[src/pwab_pkg.sv]
package pwab_pkg;

	// Action codes carried in s_tuser
	localparam logic [1:0] ACT_WRITE = 2'd0;
	localparam logic [1:0] ACT_READ  = 2'd1;
	localparam logic [1:0] ACT_CLEAR = 2'd2;

	// Configuration register indexes
	localparam logic CFG_BLEND_MODE  = 1'b0;
	localparam logic CFG_CLEAR_COLOR = 1'b1;

	localparam logic [31:0] CLEAR_COLOR_RESET = 32'hFF37_3737;

	// Source of the frame store write data
	typedef enum logic [1:0] {
		WSEL_COLOR,
		WSEL_CLEAR,
		WSEL_BLEND
	} wsel_t;

	typedef struct packed {
		logic  in_ready;
		logic  calc_addr;
		logic  ram_we;
		wsel_t wsel;
		logic  use_clr_addr;
		logic  clr_clear;
		logic  clr_step;
		logic  cap_rd;
		logic  calc_sum;
		logic  load_out;
	} cmd_t;

	typedef struct packed {
		logic act_write;
		logic act_read;
		logic act_clear;
		logic blend;
		logic on_screen;
		logic clr_last;
		logic out_free;
	} status_t;

endpackage

[src/pwab_ctrl.sv]
module pwab_ctrl import pwab_pkg::*; (
	input  logic    clk,
	input  logic    arst_n,
	input  logic    s_tvalid,
	input  status_t status,
	output cmd_t    cmd
);

	localparam logic [2:0] ST_IDLE   = 3'd0;
	localparam logic [2:0] ST_ADDR   = 3'd1;
	localparam logic [2:0] ST_DECIDE = 3'd2;
	localparam logic [2:0] ST_RWAIT  = 3'd3;
	localparam logic [2:0] ST_BLEND  = 3'd4;
	localparam logic [2:0] ST_CLEAR  = 3'd5;
	localparam logic [2:0] ST_DONE   = 3'd6;

	logic [2:0] state_q;
	logic [2:0] state_d;

	always_comb begin
		cmd     = '0;
		cmd.wsel = WSEL_COLOR;
		state_d = state_q;
		unique case (state_q)
			ST_IDLE: begin
				cmd.in_ready = 1'b1;
				if (s_tvalid) begin
					state_d = ST_ADDR;
				end
			end
			ST_ADDR: begin
				cmd.calc_addr = 1'b1;
				cmd.clr_clear = 1'b1;
				state_d       = ST_DECIDE;
			end
			ST_DECIDE: begin
				priority if (status.act_clear) begin
					state_d = ST_CLEAR;
				end else if (status.act_write && status.on_screen && !status.blend) begin
					cmd.ram_we = 1'b1;
					state_d    = ST_DONE;
				end else if ((status.act_write || status.act_read) && status.on_screen) begin
					state_d = ST_RWAIT;
				end else begin
					state_d = ST_DONE;
				end
			end
			ST_RWAIT: begin
				// stored pixel is on the RAM output now
				cmd.cap_rd   = status.act_read;
				cmd.calc_sum = 1'b1;
				state_d      = status.act_write ? ST_BLEND : ST_DONE;
			end
			ST_BLEND: begin
				cmd.ram_we = 1'b1;
				cmd.wsel   = WSEL_BLEND;
				state_d    = ST_DONE;
			end
			ST_CLEAR: begin
				cmd.ram_we       = 1'b1;
				cmd.wsel         = WSEL_CLEAR;
				cmd.use_clr_addr = 1'b1;
				cmd.clr_step     = 1'b1;
				if (status.clr_last) begin
					state_d = ST_DONE;
				end
			end
			ST_DONE: begin
				if (status.out_free) begin
					cmd.load_out = 1'b1;
					state_d      = ST_IDLE;
				end
			end
			default: begin
				state_d = ST_IDLE;
			end
		endcase
	end

	always_ff @(posedge clk or negedge arst_n) begin
		if (!arst_n) begin
			state_q <= ST_IDLE;
		end else begin
			state_q <= state_d;
		end
	end

endmodule

[config.mk]
export PLATFORM = sky130hd
export DESIGN_NAME = pwab_ctrl
export DESIGN_NICKNAME = d
export VERILOG_FILES = /design/src/pwab_pkg.sv /design/src/pwab_ctrl.sv
export SDC_FILE = /design/constraint.sdc
export NUM_CORES = 1
export LEC_CHECK = 0
export BUFFER_PORTS_ARGS = -buffer_cell sky130_fd_sc_hd__buf_2
export CAP_MARGIN = 20
export CORE_AREA = 10 10 47 49
export DETAILED_ROUTE_END_ITERATION = 16
export DIE_AREA = 0 0 57 59
export GPL_TIMING_DRIVEN = 0
export PLACE_DENSITY = 0.55
export SLEW_MARGIN = 20
export SYNTH_ARGS = -nofsm -noshare
export SYNTH_HDL_FRONTEND = slang
export SYNTH_SLANG_ARGS = --single-unit
[constraint.sdc]
create_clock -name clk -period 1.8 [get_ports clk]
set_clock_uncertainty 0.2 [all_clocks]
set_input_delay 0.36 -clock clk [delete_from_list [all_inputs] [get_ports clk]]
set_output_delay 0.36 -clock clk [all_outputs]
set_load 0.005 [all_outputs]
==> results of run 1 <==
-- metrics by stage --
step,power (W),util (%),setup TNS (ps)
6_report,0.000721,36.6,0
4_1_cts,0.000703,35.5,-12.2
5_1_grt,0.000788,36.6,-150
3_5_place_dp,0.000525,30.6,0
2_1_floorplan,0.000400,-,0
3_3_place_gp,0.000521,30.6,0
-- where the power goes --
part / internal, W / switching (W)
logic: 0.000263 / 0.000220
registers: 0.0000993 / 0.0000252
clock network: 0.0000828 / 0.0000307
-- final timing paths --
| check | to | start |
|---|---|---|
| max | cmd[8] | state_q[0]$_DFFE_PN0P_ |
| min | state_q[0]$_DFFE_PN0P_ | s_tvalid |
| max reg2reg | state_q[2]$_DFFE_PN0P_ | state_q[0]$_DFFE_PN0P_ |
| min reg2reg | state_q[1]$_DFFE_PN0P_ | state_q[0]$_DFFE_PN0P_ |
| max in group asynchronous | state_q[2]$_DFFE_PN0P_ | arst_n |
| min in group asynchronous | state_q[1]$_DFFE_PN0P_ | arst_n |
-- logic make-up after synthesis --
logic type / count (synthesis) / synth area share [%]
AO/OA/AOI/OAI: 8 / 18.2
buffers and inverters: 7 / 17.4
flip-flops: 3 / 24.3
multiplexers: 2 / 6.88
AND/OR/NAND/NOR: 17 / 33.2
-- cell usage after synthesis (all sizes together) (2+ instances only) --
cell type	number	share of area, %
buf	6	16
o21ai	3	4.9
dfrtp	3	24
nand2	2	3.2
nor2	5	6.1
nor3	2	3.2
-- metal layers --
metal	routed length [um]	share of wire, %
met2	460	51
met1	359	40
met3	75	8.4
met4	0	0
met5	0	0
-- timing repair --
action                                 4_1_cts  5_1_grt
setup endpoints to repair                    2        6
hold buffers                                 1        0
setup buffers                                3        1
resized for setup                            3        5
pin swaps                                    1        2
endpoints found under the hold margin        3        0
-- tightest hold or removal path, cell delays in order --
cell and delay [ps]:
buf_2 110, nor2_1 70, o21ai_0 80
-- final cells by class --
class | instances | area [um2] | share of cell area, %
plain buffers | 6 | 56.3 | 11.0
clock buffers | 4 | 26.3 | 5.12
inverters | 1 | 6.26 | 1.22
multi-input cells | 27 | 189 | 36.8
flip-flops and latches | 3 | 75.1 | 14.6
well taps | 16 | 20.0 | 3.90
repair buffers | 25 | 140 | 27.3
==> run_results.csv, run 1 <==
group,metric,value,unit
worst_setup_path,reg2regPathDepth,5,
timing,fmax,0.561,GHz
run,max-cap-violations,0,
global_routing,antenna_found_initial,0,
worst_setup_path,cp_num_cells,5,
worst_setup_path,crit_buf_inv,2,
timing,finalSetupViolations,0,
detailed_routing,drtIter0Drc,4,
timing,post-route-min-period,1780,ps
clock_tree,clkTransAtPathRegs,40,ps
floorplan,die_h,59,um
floorplan,coreArea,1400,um2
cells_and_area,diodes,0,
clock_tree,numCtsBuffers,3,
timing,rsz0062_at_grt,"yes",
yosys,postSynthCellCount,37,
timing,hold_viol_final,0,
global_routing,met3_usage,1.50,%
global_routing,grt_use_met2,8.53,%
cells_and_area,mostFrequentLayoutCells,"buf_2, buf_4",
placed_design,numPortBuffers,20,
cells_and_area,layout.nets,77,
cells_and_area,fill_cells,154,
yosys,ys_types,25,
pwr,power_density,1410,nW/um2
cells_and_area,largest_register_ffs,3,
cells_and_area,design_area,513,um2
timing,worstMarginPinSlew,192,ps
worst_setup_path,crit_required,1240,ps
yosys,synth_edf_count,0,
floorplan,start_util,22.1,%
clock_tree,insertion_delay,220,ps
worst_setup_path,path_cells,"buf_6 -> nor3b_4 -> nand4_1 -> o21ai_1 -> buf_2",
placed_design,dpl.hpwl,731,um
floorplan,die-area,3360,um2
cells_and_area,final-instance-count-excl-fill,82,
global_routing,grt-ovfl-total,0,
global_routing,grt.busiest_layer,"met2",
detailed_routing,vias_per_cell,4.23,
global_routing,grt_pass1_wl,1420,um
yosys,synth_ff_type,"dfrtp_1",
clock_tree,cts_tree,"yes",
timing,finalMaxSlewViolations,0,
clock_tree,cts-root-buf,"clkbuf_4",
worst_setup_path,slowest_delay,360,ps
pwr,ir_drop,0.448,mV
yosys,netlist_area,309,um2
cells_and_area,area_delta_synth_final,66.0,%
timing,hold_slack,253,ps
placed_design,dpl_cell_area,429,um2
worst_setup_path,endpoint_kind,"output pin",
yosys,syn_avg_cell_area,8.35,um2
detailed_routing,wl_per_cell,10.9,um
floorplan,ios,21,
clock_tree,htreeDepth,1,
worst_hold_path,min_path_type,"input pin to flop",
worst_setup_path,critical_path_class,"flop to output pin",
timing,period_share,99.0,%
cells_and_area,final_common_cell,"buf_2",
placed_design,dp.cells,73,
yosys,synth-async-reset-ratio,100,%
placed_design,place_ws,191,ps
detailed_routing,drt-pass1-iter-count,2,
detailed_routing,num_vias,347,
worst_setup_path,path_delay_family,"flip-flops",
detailed_routing,drc,0,
timing,setup_ws,18.2,ps
cells_and_area,largestRegisters,"state_q x3",
placed_design,routabilityCongestion,0.727,
yosys,synth.net_count,47,
global_routing,use_met1,5.51,%
outcome,status,"complete, no violations",
worst_hold_path,holdPathStages,3,
cells_and_area,regMostFlops,"state_q",
timing,slew_headroom,87.1,%
worst_setup_path,reg2reg_setup_slack,380,ps
clock_tree,clk_path_buf_depth,2,
global_routing,grt_max_degree,11,
worst_setup_path,crit_slowest_cell,"dfrtp_1",
worst_setup_path,critPathArrivalTime,1220,ps
yosys,ys_seq_area_share,24.3,%
floorplan,rows,14,
pwr,leakagePower,0.269,nW
yosys,ys_ff_latch,3,
detailed_routing,drt-total-wl,896,um
global_routing,grt_pass1_vias,347,
yosys,ys_warn_count,0,
worst_setup_path,start_kind,"flop",
clock_tree,cts.sinks,3,
global_routing,grt_usage,4.94,%
cells_and_area,drive_above_1_share,60.6,%
worst_setup_path,cp_max_fo,9,
detailed_routing,final_antenna_net_count,0,
floorplan,die_w,57,um
Note: power is estimated with default switching activity, not from simulation.
==> run 2, diff against run 1 <==
- RECOVER_POWER: not set -> 100
- TNS_END_PERCENT: not set -> 10
==> run 2 against run 1 <==
  * Core utilization down 0.089 points
  * First-iteration DRC count is the same
  * Sequential cell count stayed put
  * Largest cell class unchanged
  * Sequential power about the same
  * Cell count is the same
  * Clock power is essentially flat
  * Critical path type unchanged
  * Highest routed layer unchanged
  * Clock-buffer cell count unchanged
  * Global-route usage unchanged
  * Die area is the same
  * Via count did not move
==> run_results.csv, run 2 (synthesized netlist as in run 1, its figures left out) <==
group,metric,value,unit
floorplan,ios,21,
timing,finalSetupViolations,0,
floorplan,start_util,22.1,%
detailed_routing,drt-total-wl,894,um
cells_and_area,fill_cells,155,
floorplan,die-area,3360,um2
worst_setup_path,cp_max_fo,9,
placed_design,numPortBuffers,20,
pwr,ir_drop,0.448,mV
worst_setup_path,endpoint_kind,"output pin",
placed_design,routabilityCongestion,0.727,
cells_and_area,final_common_cell,"buf_2",
timing,rsz0062_at_grt,"yes",
worst_hold_path,min_path_type,"input pin to flop",
floorplan,die_h,59,um
worst_hold_path,holdPathStages,3,
outcome,status,"complete, no violations",
detailed_routing,drt-pass1-iter-count,2,
timing,hold_viol_final,0,
timing,hold_slack,253,ps
pwr,intPower,0.000444,W
global_routing,antenna_found_initial,0,
placed_design,dpl_cell_area,429,um2
clock_tree,htreeDepth,1,
pwr,switchingPower,0.000276,W
pwr,swShare,38.3,%
clock_tree,clkTransAtPathRegs,40,ps
detailed_routing,wl_per_cell,10.9,um
cells_and_area,diodes,0,
pwr,p_comb_share,67.0,%
cells_and_area,area_delta_synth_final,65.6,%
detailed_routing,num_vias,347,
clock_tree,numCtsBuffers,3,
worst_setup_path,critPathArrivalTime,1220,ps
cells_and_area,final-instance-count-excl-fill,82,
timing,worstMarginPinSlew,192,ps
worst_hold_path,min_to,"state_q[0]$_DFFE_PN0P_",
worst_setup_path,crit_required,1240,ps
cells_and_area,drive_above_1_share,59.1,%
run,max-cap-violations,0,
cells_and_area,mostFrequentLayoutCells,"buf_2, buf_4",
worst_setup_path,path_cells,"buf_6 -> nor3b_4 -> nand4_1 -> o21ai_1 -> buf_2",
clock_tree,insertion_delay,220,ps
worst_setup_path,slowest_delay,360,ps
cells_and_area,design_area,512,um2
worst_setup_path,r2r-start,"state_q[0]$_DFFE_PN0P_",
pwr,p_clk_share,15.7,%
worst_setup_path,crit_start,"state_q[0]$_DFFE_PN0P_",
timing,finalMaxSlewViolations,0,
pwr,seqPwrFrac,17.3,%
clock_tree,cts_tree,"yes",
cells_and_area,regMostFlops,"state_q",
cells_and_area,largest_register_ffs,3,
global_routing,grt_usage,4.94,%
worst_setup_path,timing.rr.end,"state_q[2]$_DFFE_PN0P_",
detailed_routing,vias_per_cell,4.23,
timing,slew_headroom,87.1,%
cells_and_area,layout.nets,77,
clock_tree,clk_path_buf_depth,2,
detailed_routing,drc,0,
floorplan,coreArea,1400,um2
global_routing,grt_max_degree,11,
detailed_routing,final_antenna_net_count,0,
timing,fmax,0.562,GHz
placed_design,dp.cells,73,
worst_setup_path,start_kind,"flop",
cells_and_area,largestRegisters,"state_q x3",
pwr,fin_total_pwr,0.000721,W
floorplan,die_w,57,um
floorplan,rows,14,
global_routing,grt-ovfl-total,0,
global_routing,grt_pass1_wl,1420,um
clock_tree,cts-root-buf,"clkbuf_4",
worst_setup_path,reg2regPathDepth,5,
global_routing,grt_pass1_vias,347,
worst_setup_path,reg2reg_setup_slack,390,ps
placed_design,dpl.hpwl,731,um
pwr,leakagePower,0.266,nW
pwr,power_density,1410,nW/um2
timing,post-route-min-period,1780,ps
worst_hold_path,worstHoldStart,"s_tvalid",
clock_tree,cts.sinks,3,
timing,period_share,98.9,%
detailed_routing,drtIter0Drc,4,
worst_setup_path,crit_slowest_cell,"dfrtp_1",
worst_setup_path,critical_path_class,"flop to output pin",
run 2: cell count changes in the layout (fill, tap and decap cells not counted), sizes merged:
| cell | change |
|---|---|
| clkbuf | +1 |
| buf | -1 |
run 2: area by class of cell:
type,count,area [um2],share of cell area (%)
Tap cell,16,20.0,3.91
Clock buffer,4,26.3,5.13
Buffer,6,56.3,11.0
Timing Repair Buffer,25,139,27.1
Inverter,1,6.26,1.22
Sequential cell,3,75.1,14.7
Multi-Input combinational cell,27,189,36.9
run 2: worst max-delay path by stage:
stage / end / slack [ps] / cells after the start
after floorplan: cmd[2] / 330 / 3
after global placement: cmd[2] / 190 / 4
after detailed placement: cmd[2] / 190 / 4
after CTS: cmd[6] / -9 / 4
after global routing: cmd[8] / -60 / 5
final: cmd[8] / 20 / 5
run 2: per-layer routing:
| metal | track usage, % | vias up | wire length, um |
|---|---|---|---|
| li1 | - | 190 | - |
| met1 | 5.51 | 146 | 358 |
| met2 | 8.53 | 11 | 460 |
| met3 | 1.50 | 0 | 75 |
| met4 | 2.01 | 0 | 0 |
| met5 | 0 | - | 0 |
run 2: power groups by stage:
stage | Combinational [W] | Sequential (W) | Clock, W
floorplan | 0.000283 | 0.000117 | 0
global placement | 0.000399 | 0.000122 | 0
detailed placement | 0.000402 | 0.000123 | 0
CTS | 0.000461 | 0.000125 | 0.000117
global route | 0.000537 | 0.000128 | 0.000123
finish | 0.000483 | 0.000124 | 0.000113
run 2: repair_timing:
| item | CTS | global route |
|---|---|---|
| hold buffers | 1 | 0 |
| gates resized for setup | 3 | 5 |
| pin swaps | 1 | 2 |
| setup endpoints to repair | 2 | 6 |
| hold endpoints to repair | 3 | 0 |
| buffers inserted | 3 | 1 |
run 2: metrics by stage:
step	setup WS, ps	TNS [ps]	util (%)
finish	19.5	0	36.5
global placement	193	0	30.6
detailed placement	191	0	30.6
floorplan	333	0	-
CTS	-8.74	-12.2	35.5
global route	-57.6	-150	36.5
run 2: critical path, delay by kind of cell, from the launching register on:
kind,cells,cell delay (ps)
AND/OR/NAND/NOR,2,290
AO/OA/AOI/OAI,1,80
buffers and inverters,2,260
flip-flops,1,360
